**config.mk**
```make
export PLATFORM = sky130hd
export DESIGN_NAME = strip_cluster_centroid
export DESIGN_NICKNAME = d
export VERILOG_FILES = /design/src/design/scc_pkg.sv /design/src/design/scc_front.sv /design/src/design/scc_fifo.sv /design/src/design/scc_back.sv /design/src/design/strip_cluster_centroid.sv
export SDC_FILE = /design/constraint.sdc
export NUM_CORES = 2
export LEC_CHECK = 0
export ABC_AREA = 1
export ABC_CLOCK_PERIOD_IN_PS = 23400
export BUFFER_PORTS_ARGS = -buffer_cell sky130_fd_sc_hd__buf_2
export CORE_ASPECT_RATIO = 1.5
export CORE_MARGIN = 2
export CORE_UTILIZATION = 35
export CTS_CLUSTER_DIAMETER = 30
export DETAILED_ROUTE_END_ITERATION = 6
export HOLD_SLACK_MARGIN = 0.02
export MAX_ROUTING_LAYER = met4
export PLACE_DENSITY = 0.47
export SLEW_MARGIN = 0
export SYNTH_ARGS = -nofsm -noshare
export SYNTH_HDL_FRONTEND = slang
export SYNTH_SLANG_ARGS = --single-unit
```
**constraint.sdc**
```tcl
create_clock -name clk -period 23.4 [get_ports clk]
set_input_delay 1.17 -clock clk [delete_from_list [all_inputs] [get_ports clk]]
set_output_delay 1.17 -clock clk [all_outputs]
set_load 0.05 [all_outputs]
```
**src/design/scc_pkg.sv**
```systemverilog
package scc_pkg;

    localparam int STRIPS_DEFAULT     = 640;
    localparam int ASIC_WIDTH_DEFAULT = 64;
    localparam int QUEUE_DEPTH        = 4;
    localparam logic [7:0] NSIGMA_RESET = 8'd80;
    localparam int DIV_STEPS          = 16;

    localparam logic [24:0] ENERGY_MAX = 25'h1FFFFFF;
    localparam logic [35:0] WEIGHT_MAX = 36'hFFFFFFFFF;
    localparam logic [9:0]  COUNT_MAX  = 10'd1023;

    typedef struct packed {
        logic [35:0] weight;
        logic [24:0] energy;
        logic [9:0]  count;
        logic        last;
    } cluster_t;

    typedef enum logic [1:0] {
        S_IDLE,
        S_DIV,
        S_DONE
    } back_state_t;

endpackage

```
**src/design/scc_front.sv**
```systemverilog
module scc_front #(
    parameter int STRIPS     = scc_pkg::STRIPS_DEFAULT,
    parameter int ASIC_WIDTH = scc_pkg::ASIC_WIDTH_DEFAULT
) (
    input  logic              clk,
    input  logic              rst_n,
    input  logic [7:0]        nsigma,
    input  logic              take,
    input  logic [9:0]        strip_index,
    input  logic signed [15:0] strip_signal,
    input  logic [11:0]       noise_sigma,
    input  logic              strip_good,
    input  logic              end_of_event,
    output logic              push_a,
    output scc_pkg::cluster_t data_a,
    output logic              push_b,
    output scc_pkg::cluster_t data_b
);

    localparam int RECIP_SHIFT = 20;
    localparam int RECIP = (2 ** RECIP_SHIFT + ASIC_WIDTH - 1) / ASIC_WIDTH;

    logic        open_reg, open_next;
    logic [9:0]  last_reg, last_next;
    logic [24:0] energy_reg, energy_next;
    logic [35:0] weight_reg, weight_next;
    logic [9:0]  count_reg, count_next;

    logic [29:0] recip_mul;
    logic [9:0]  asic_q;
    logic [19:0] asic_qw;
    logic [9:0]  asic_m;
    logic [19:0] thr_prod;
    logic [19:0] sig_scaled;
    logic [14:0] sig_mag;
    logic [24:0] sig_w;
    logic        accept;
    logic        join_cl;
    logic [9:0]  gap;
    logic [25:0] energy_sum;
    logic [36:0] weight_sum;
    logic        open_mid;

    always_comb
    begin
        recip_mul  = 30'(strip_index) * 30'(RECIP);
        asic_q     = recip_mul[29:RECIP_SHIFT];
        asic_qw    = 20'(asic_q) * 20'(ASIC_WIDTH);
        asic_m     = strip_index - asic_qw[9:0];
        thr_prod   = 20'(nsigma) * 20'(noise_sigma);
        sig_mag    = strip_signal[14:0];
        sig_scaled = {1'b0, sig_mag, 4'b0000};
        sig_w      = 25'(sig_mag) * 25'(strip_index);
        accept = take && strip_good && (strip_index != 10'd0)
                 && (11'(strip_index) <= 11'(STRIPS))
                 && (asic_m >= 10'd4) && (11'(asic_m) <= 11'(ASIC_WIDTH - 3))
                 && !strip_signal[15] && (sig_scaled >= thr_prod);
        gap = (strip_index > last_reg) ? strip_index - last_reg : last_reg - strip_index;
        join_cl    = open_reg && (gap < 10'd2);
        energy_sum = 26'(energy_reg) + 26'(sig_mag);
        weight_sum = 37'(weight_reg) + 37'(sig_w);

        push_a      = accept && open_reg && !join_cl;
        data_a.weight = weight_reg;
        data_a.energy = energy_reg;
        data_a.count  = count_reg;
        data_a.last   = 1'b0;

        open_mid    = open_reg;
        last_next   = last_reg;
        energy_next = energy_reg;
        weight_next = weight_reg;
        count_next  = count_reg;
        if (accept)
        begin
            open_mid  = 1'b1;
            last_next = strip_index;
            if (join_cl)
            begin
                energy_next = energy_sum[25] ? scc_pkg::ENERGY_MAX : energy_sum[24:0];
                weight_next = weight_sum[36] ? scc_pkg::WEIGHT_MAX : weight_sum[35:0];
                count_next  = (count_reg < scc_pkg::COUNT_MAX) ? count_reg + 10'd1 : count_reg;
            end
            else
            begin
                energy_next = 25'(sig_mag);
                weight_next = 36'(sig_w);
                count_next  = 10'd1;
            end
        end

        push_b        = take && end_of_event && open_mid;
        data_b.weight = weight_next;
        data_b.energy = energy_next;
        data_b.count  = count_next;
        data_b.last   = 1'b1;

        open_next = open_mid;
        if (push_b)
        begin
            open_next   = 1'b0;
            last_next   = 10'd0;
            energy_next = 25'd0;
            weight_next = 36'd0;
            count_next  = 10'd0;
        end
    end

    always_ff @(posedge clk or negedge rst_n)
    begin
        if (!rst_n)
        begin
            open_reg   <= 1'b0;
            last_reg   <= 10'd0;
            energy_reg <= 25'd0;
            weight_reg <= 36'd0;
            count_reg  <= 10'd0;
        end
        else
        begin
            open_reg   <= open_next;
            last_reg   <= last_next;
            energy_reg <= energy_next;
            weight_reg <= weight_next;
            count_reg  <= count_next;
        end
    end

endmodule

```
**src/design/scc_fifo.sv**
```systemverilog
module scc_fifo (
    input  logic              clk,
    input  logic              rst_n,
    input  logic              push_a,
    input  scc_pkg::cluster_t data_a,
    input  logic              push_b,
    input  scc_pkg::cluster_t data_b,
    output logic              room2,
    output logic              not_empty,
    input  logic              pop,
    output scc_pkg::cluster_t head
);

    localparam int PW = $clog2(scc_pkg::QUEUE_DEPTH);
    localparam int CW = $clog2(scc_pkg::QUEUE_DEPTH + 1);

    scc_pkg::cluster_t mem [scc_pkg::QUEUE_DEPTH];
    logic [PW-1:0] wr_reg, wr_next, rd_reg, rd_next;
    logic [CW-1:0] cnt_reg, cnt_next;
    logic [PW-1:0] wr_b;

    always_comb
    begin
        wr_b      = push_a ? wr_reg + PW'(1) : wr_reg;
        wr_next   = wr_reg + PW'(push_a) + PW'(push_b);
        rd_next   = pop ? rd_reg + PW'(1) : rd_reg;
        cnt_next  = cnt_reg + CW'(push_a) + CW'(push_b) - CW'(pop);
        room2     = cnt_reg <= CW'(scc_pkg::QUEUE_DEPTH - 2);
        not_empty = cnt_reg != CW'(0);
        head      = mem[rd_reg];
    end

    always_ff @(posedge clk)
    begin
        if (push_a)
        begin
            mem[wr_reg] <= data_a;
        end
        if (push_b)
        begin
            mem[wr_b] <= data_b;
        end
    end

    always_ff @(posedge clk or negedge rst_n)
    begin
        if (!rst_n)
        begin
            wr_reg  <= '0;
            rd_reg  <= '0;
            cnt_reg <= '0;
        end
        else
        begin
            wr_reg  <= wr_next;
            rd_reg  <= rd_next;
            cnt_reg <= cnt_next;
        end
    end

endmodule

```
**src/design/scc_back.sv**
```systemverilog
module scc_back (
    input  logic              clk,
    input  logic              rst_n,
    input  logic              not_empty,
    input  scc_pkg::cluster_t head,
    output logic              pop,
    output logic              out_valid,
    input  logic              out_ready,
    output logic [15:0]       centroid,
    output logic [24:0]       energy_total,
    output logic [9:0]        multiplicity,
    output logic              zero_sum,
    output logic              last_of_event
);

    scc_pkg::back_state_t state_reg, state_next;
    logic [3:0]  step_reg;
    logic [42:0] rem_reg;
    logic [42:0] div_reg;
    logic [15:0] quo_reg;
    logic        ovf_reg, zero_reg;
    scc_pkg::cluster_t cl_reg;
    logic        valid_reg;
    logic        load_out;
    logic [42:0] num;
    logic [42:0] lim;
    logic        fits;

    always_comb
    begin
        num  = {1'b0, head.weight, 6'b000000} + 43'(head.energy[24:1]);
        lim  = {2'b00, head.energy, 16'h0000};
        fits = rem_reg >= div_reg;
    end

    always_comb
    begin
        state_next = state_reg;
        case (state_reg)
            scc_pkg::S_IDLE: if (not_empty) state_next = scc_pkg::S_DIV;
            scc_pkg::S_DIV:  if (step_reg == 4'd0) state_next = scc_pkg::S_DONE;
            scc_pkg::S_DONE: if (!valid_reg || out_ready) state_next = scc_pkg::S_IDLE;
            default:         state_next = scc_pkg::S_IDLE;
        endcase
    end

    always_comb
    begin
        pop      = 1'b0;
        load_out = 1'b0;
        case (state_reg)
            scc_pkg::S_IDLE: pop = not_empty;
            scc_pkg::S_DONE: load_out = !valid_reg || out_ready;
            default:         pop = 1'b0;
        endcase
    end

    always_ff @(posedge clk)
    begin
        if (pop)
        begin
            cl_reg   <= head;
            rem_reg  <= num;
            div_reg  <= {3'b000, head.energy, 15'h0000};
            quo_reg  <= 16'h0000;
            ovf_reg  <= num >= lim;
            zero_reg <= head.energy == 25'd0;
        end
        else if (state_reg == scc_pkg::S_DIV)
        begin
            if (fits)
            begin
                rem_reg <= rem_reg - div_reg;
            end
            div_reg <= div_reg >> 1;
            quo_reg <= {quo_reg[14:0], fits};
        end
        if (load_out)
        begin
            centroid      <= zero_reg ? 16'h0000 : (ovf_reg ? 16'hFFFF : quo_reg);
            energy_total  <= cl_reg.energy;
            multiplicity  <= cl_reg.count;
            zero_sum      <= zero_reg;
            last_of_event <= cl_reg.last;
        end
    end

    always_ff @(posedge clk or negedge rst_n)
    begin
        if (!rst_n)
        begin
            state_reg <= scc_pkg::S_IDLE;
            step_reg  <= 4'd0;
            valid_reg <= 1'b0;
        end
        else
        begin
            state_reg <= state_next;
            if (pop)
            begin
                step_reg <= 4'(scc_pkg::DIV_STEPS - 1);
            end
            else if (state_reg == scc_pkg::S_DIV)
            begin
                step_reg <= step_reg - 4'd1;
            end
            if (load_out)
            begin
                valid_reg <= 1'b1;
            end
            else if (out_ready)
            begin
                valid_reg <= 1'b0;
            end
        end
    end

    assign out_valid = valid_reg;

    a_zero_centroid: assert property (@(posedge clk) disable iff (!rst_n)
        valid_reg && zero_sum |-> centroid == 16'h0000)
        else $error("zero-sum cluster with non-zero centroid");
    a_pop_idle: assert property (@(posedge clk) disable iff (!rst_n)
        pop |-> state_reg == scc_pkg::S_IDLE && not_empty)
        else $error("queue popped outside idle");
    a_div_end: assert property (@(posedge clk) disable iff (!rst_n)
        state_reg == scc_pkg::S_DIV && step_reg == 4'd0 |=> state_reg == scc_pkg::S_DONE)
        else $error("divider did not finish");
    a_load_free: assert property (@(posedge clk) disable iff (!rst_n)
        load_out |-> !valid_reg || out_ready)
        else $error("output overwritten while stalled");

endmodule

```
**src/design/strip_cluster_centroid.sv**
```systemverilog
// Strip cluster finder with centre-of-gravity output.
// One strip word enters per cycle on in_valid/in_ready while in_ready is high;
// cut strips and strips that join the open cluster are taken at that rate too.
// When a cluster closes, or an event ends, its sums go into a four-entry queue,
// and in_ready drops while fewer than two entries are free.
// The back end takes one queued cluster at a time and divides the weighted sum
// by the energy sum in a restoring divider, one quotient bit per cycle; it pops
// the next cluster only once the last result has entered the output register.
// Results leave on out_valid/out_ready from an output register; while the
// receiver stalls, the divider finishes the next cluster and waits, and the
// front end keeps accepting strips until fewer than two queue entries are free.
// nsigma is written through cfg_valid/cfg_data, always ready; the user must
// write it only while idle, which the block does not enforce. Reset empties the
// queue, closes any open cluster and sets nsigma to 5.0.
module strip_cluster_centroid #(
    parameter int STRIPS     = scc_pkg::STRIPS_DEFAULT,
    parameter int ASIC_WIDTH = scc_pkg::ASIC_WIDTH_DEFAULT
) (
    input  logic               clk,
    input  logic               rst_n,
    input  logic               cfg_valid,
    output logic               cfg_ready,
    input  logic [7:0]         cfg_data,
    input  logic               in_valid,
    output logic               in_ready,
    input  logic [9:0]         strip_index,
    input  logic signed [15:0] strip_signal,
    input  logic [11:0]        noise_sigma,
    input  logic               strip_good,
    input  logic               end_of_event,
    output logic               out_valid,
    input  logic               out_ready,
    output logic [15:0]        centroid,
    output logic [24:0]        energy_total,
    output logic [9:0]         multiplicity,
    output logic               zero_sum,
    output logic               last_of_event
);

    logic [7:0] nsigma_reg;
    logic push_a, push_b, room2, not_empty, pop;
    scc_pkg::cluster_t data_a, data_b, head;

    assign cfg_ready = 1'b1;
    assign in_ready  = room2;

    always_ff @(posedge clk or negedge rst_n)
    begin
        if (!rst_n)
        begin
            nsigma_reg <= scc_pkg::NSIGMA_RESET;
        end
        else if (cfg_valid)
        begin
            nsigma_reg <= cfg_data;
        end
    end

    scc_front #(.STRIPS(STRIPS), .ASIC_WIDTH(ASIC_WIDTH)) u_front (
        .clk(clk), .rst_n(rst_n), .nsigma(nsigma_reg), .take(in_valid && room2),
        .strip_index(strip_index), .strip_signal(strip_signal),
        .noise_sigma(noise_sigma), .strip_good(strip_good),
        .end_of_event(end_of_event), .push_a(push_a), .data_a(data_a),
        .push_b(push_b), .data_b(data_b)
    );

    scc_fifo u_fifo (
        .clk(clk), .rst_n(rst_n), .push_a(push_a), .data_a(data_a),
        .push_b(push_b), .data_b(data_b), .room2(room2),
        .not_empty(not_empty), .pop(pop), .head(head)
    );

    scc_back u_back (
        .clk(clk), .rst_n(rst_n), .not_empty(not_empty), .head(head), .pop(pop),
        .out_valid(out_valid), .out_ready(out_ready), .centroid(centroid),
        .energy_total(energy_total), .multiplicity(multiplicity),
        .zero_sum(zero_sum), .last_of_event(last_of_event)
    );

endmodule

```
==> implementation parameters <==
Parameter                              Value

Placed design
  Port Buffers    107
  Post-detailed-placement half-perimeter wirelength    between 100,000 and 150,000 µm
  Post-place instance area    47,600 µm²
  Final weighted congestion of routability-driven global placement    0.970
  Dpl cells    ~7,700

Min path
  Worst hold path depth    0
  Type of the most critical hold path    flip-flop to flip-flop

Status
  Outcome    finished, final reports clean

Setup path
  Worst path required time    around 24,000 ps
  Most repeated library cell on the critical path    sky130_fd_sc_hd__nand2_1
  Number of buffers and inverters on the critical path    5
  Classification of the worst setup path    flip-flop to flip-flop
  Family with the most delay on the worst path    simple AND/OR/NAND/NOR gates
  Instance count on the critical path    33
  Element type at the critical path end    flip-flop
  Slowest cell on the critical path    sky130_fd_sc_hd__buf_4
  Endpoint arrival time on the critical path    approximately 9900 ps
  CP max stage delay    760 ps
  Cell count of the worst reg-to-reg path    33
  Top fanout value on the critical path    63
  Critical Path Source Type    flip-flop

Floorplanning
  Die footprint    approximately 130,000 µm²
  IO Pins    between 100 and 150
  Die height    about 450 µm
  Initial standard-cell utilization of the core    0.353
  Chip Width    299 µm
  Row count    around 160
  Floorplan core area    130,000 µm²

Finish
  Flip-flop count of the largest register, all copies and words added    approximately 290
  Layout Nets    about 6,600
  Area growth from synthesis to layout    13.8%
  Non-filler cells, final    slightly below 8,000
  Finished layout cell area    about 52,000 µm²
  Share of post-route cells with drive strength above 1    0.0706

Power
  Overall Power    around 8.4 mW
  Power per cell area    161 nW/µm²
  Leakage dissipation    24.6 nW
  Maximum ir drop on the vdd rail    0.0000833 V

Clock tree
  Number of CTS-inserted buffers    131
  Clock insertion delay at the later pin of the skew report    about 740 ps
  Buffer count from post-CTS setup fixing    0
  Cts hold-fix bufs    0
  Maximum root-to-sink buffer count    3
  CTS tree    built
  Clock transition at the registers of the reported paths    approximately 50 ps
  Cts repair resizes    0
  CTS H-tree depth    4
  Cell at the root of the clock tree    sky130_fd_sc_hd__clkbuf_16
  Sink Count    just under 600

Detailed routing
  1st-pass router iterations    6
  Aggregate routed wire length    approximately 160,000 µm
  Wirelength per Cell    20.3 µm
  Via-to-Cell Ratio    5.13
  Residual antenna-violating net count after detailed routing    0
  First DRT Iteration DRCs    around 2,400
  Number of vias after detailed routing    40,565
  # DRC    0

Yosys
  Syn nets    6,580
  Gate count after technology mapping    between 6,000 and 7,000
  Async set-or-reset flop fraction in the synthesized netlist    0.179
  Synthesized area per cell    7.51 µm²
  Count of unique library cells instantiated by Yosys    58
  Number of warnings issued by yosys    0
  Post-synthesis register bit count    582
  Number of enable-type register cells in the synthesized netlist    443
  Share of synthesized area occupied by flip-flops and latches    0.363
  Flip-flop cell with the highest count after synthesis    sky130_fd_sc_hd__edfxtp_1
  Total standard cell area after synthesis    45,700 µm²

GRT
  Overflow left after global routing    0
  All-layer global routing usage    0.248
  Number of antenna violations at the first check in global routing    1
  Maximum number of pins on one net before global-route repair    88
  Global-route wire length before repair    246,000 µm
  Vias in the first global route    41,913

STA
  Final-report max-slew violation count    0
  RSZ-0062 raised after global routing    false
  Minimum clock period    9550 ps
  Maximum achievable frequency    105 MHz
  Tightest Pin Transition    1070 ps
  Final count of negative-setup-slack endpoints    0
  Layout Skew    31.2 ps
  Final Cycle Share    0.408
  Normalized max-slew margin    0.290
  Setup TNS    0 ps
  Final count of hold timing violations    0

Flow run
  Max Cap Violations    0
## through the flow
step / setup slack (ps) / hold slack, ps / utilization
after floorplan: 14760 / 400 / -
after global placement: 13070 / 403 / 0.367
after detailed placement: 13060 / 405 / 0.367
after CTS: 13640 / 410 / 0.401
after global routing: 13040 / 425 / 0.401
final: 13850 / 407 / 0.401
## per-layer routing
metal | GRT usage | part of all wire | vias up
met1 | 0.261 | 0.38 | 19318
met2 | 0.459 | 0.53 | 1046
met3 | 0.0296 | 0.038 | 397
met4 | 0.119 | 0.048 | 0
met5 | - | 0 | -
li1 | - | - | 19804
## final timing paths
kind	startpoint	to	slack, ps
worst max-delay path	nsigma_reg[7]	u_fifo.mem[1][20]	13850
worst min-delay path	u_back.cl_reg[14]	u_back.energy_total[3]	410
worst max register to register	nsigma_reg[7]	u_fifo.mem[1][20]	13850
worst min register to register	u_back.cl_reg[14]	u_back.energy_total[3]	410
max in group asynchronous	rst_n	u_fifo.rd_reg[0]	21500
min in group asynchronous	rst_n	u_front.last_reg[3]	480
## cell type report
cell class	instances	area (µm²)
clock buffers	163	3510
inverters	814	3060
diodes	1	2.50
clock inverters	77	913
repair buffers	157	917
well taps	1722	2150
fillers	13533	77700
flip-flops and latches	582	16600
multi-input cells	4397	24900
## synthesized netlist by cell type, drive strengths merged, types with 19 or more instances
| library cell | number | share of area |
|---|---|---|
| o22ai | 60 | 0.0082 |
| nor3 | 49 | 0.0054 |
| buf | 120 | 0.014 |
| nand3 | 446 | 0.050 |
| dfxtp | 35 | 0.015 |
| nand2 | 1865 | 0.15 |
| a31oi | 39 | 0.0053 |
| xnor2 | 51 | 0.0098 |
| a21oi | 255 | 0.028 |
| ha | 266 | 0.073 |
| xor2 | 72 | 0.014 |
| dfrtp | 102 | 0.056 |
| o21ai | 241 | 0.026 |
| nor2 | 581 | 0.048 |
| inv | 813 | 0.067 |
| clkbuf | 177 | 0.015 |
| or2 | 19 | 0.0026 |
| edfxtp | 443 | 0.29 |
| a21o | 22 | 0.0036 |
| fa | 171 | 0.075 |
| nand4 | 153 | 0.021 |
## placed cells by master, fill, tap and decap left out, drive strengths merged, types with 157 or more instances in the layout
cell type	netlist	routed
edfxtp	443	443
clkbuf	177	163
nand2	1865	1865
nand3	446	446
o21ai	241	241
buf	120	157
fa	171	171
inv	813	828
nor2	581	581
ha	266	266
a21oi	255	255
## cells by family after synthesis
family	count (synthesis)	synth area share
fa+ha+maj	437	0.148
compound gates	687	0.0837
mux	9	0.00219
other cells	1	0.0000820
buf+inv	1111	0.0950
xor+xnor	123	0.0236
simple gates	3140	0.285
flops	582	0.363
## power by group
part           internal [mW]  leakage (nW)  switching [mW]  total (mW)
registers               1.43          5.85           0.116        1.55
logic                   1.53          16.6            3.46        4.98
clock network           1.23          2.13           0.614        1.85
total                   4.19          24.6            4.19        8.37
No activity file was read; power rests on OpenSTA's default activity.
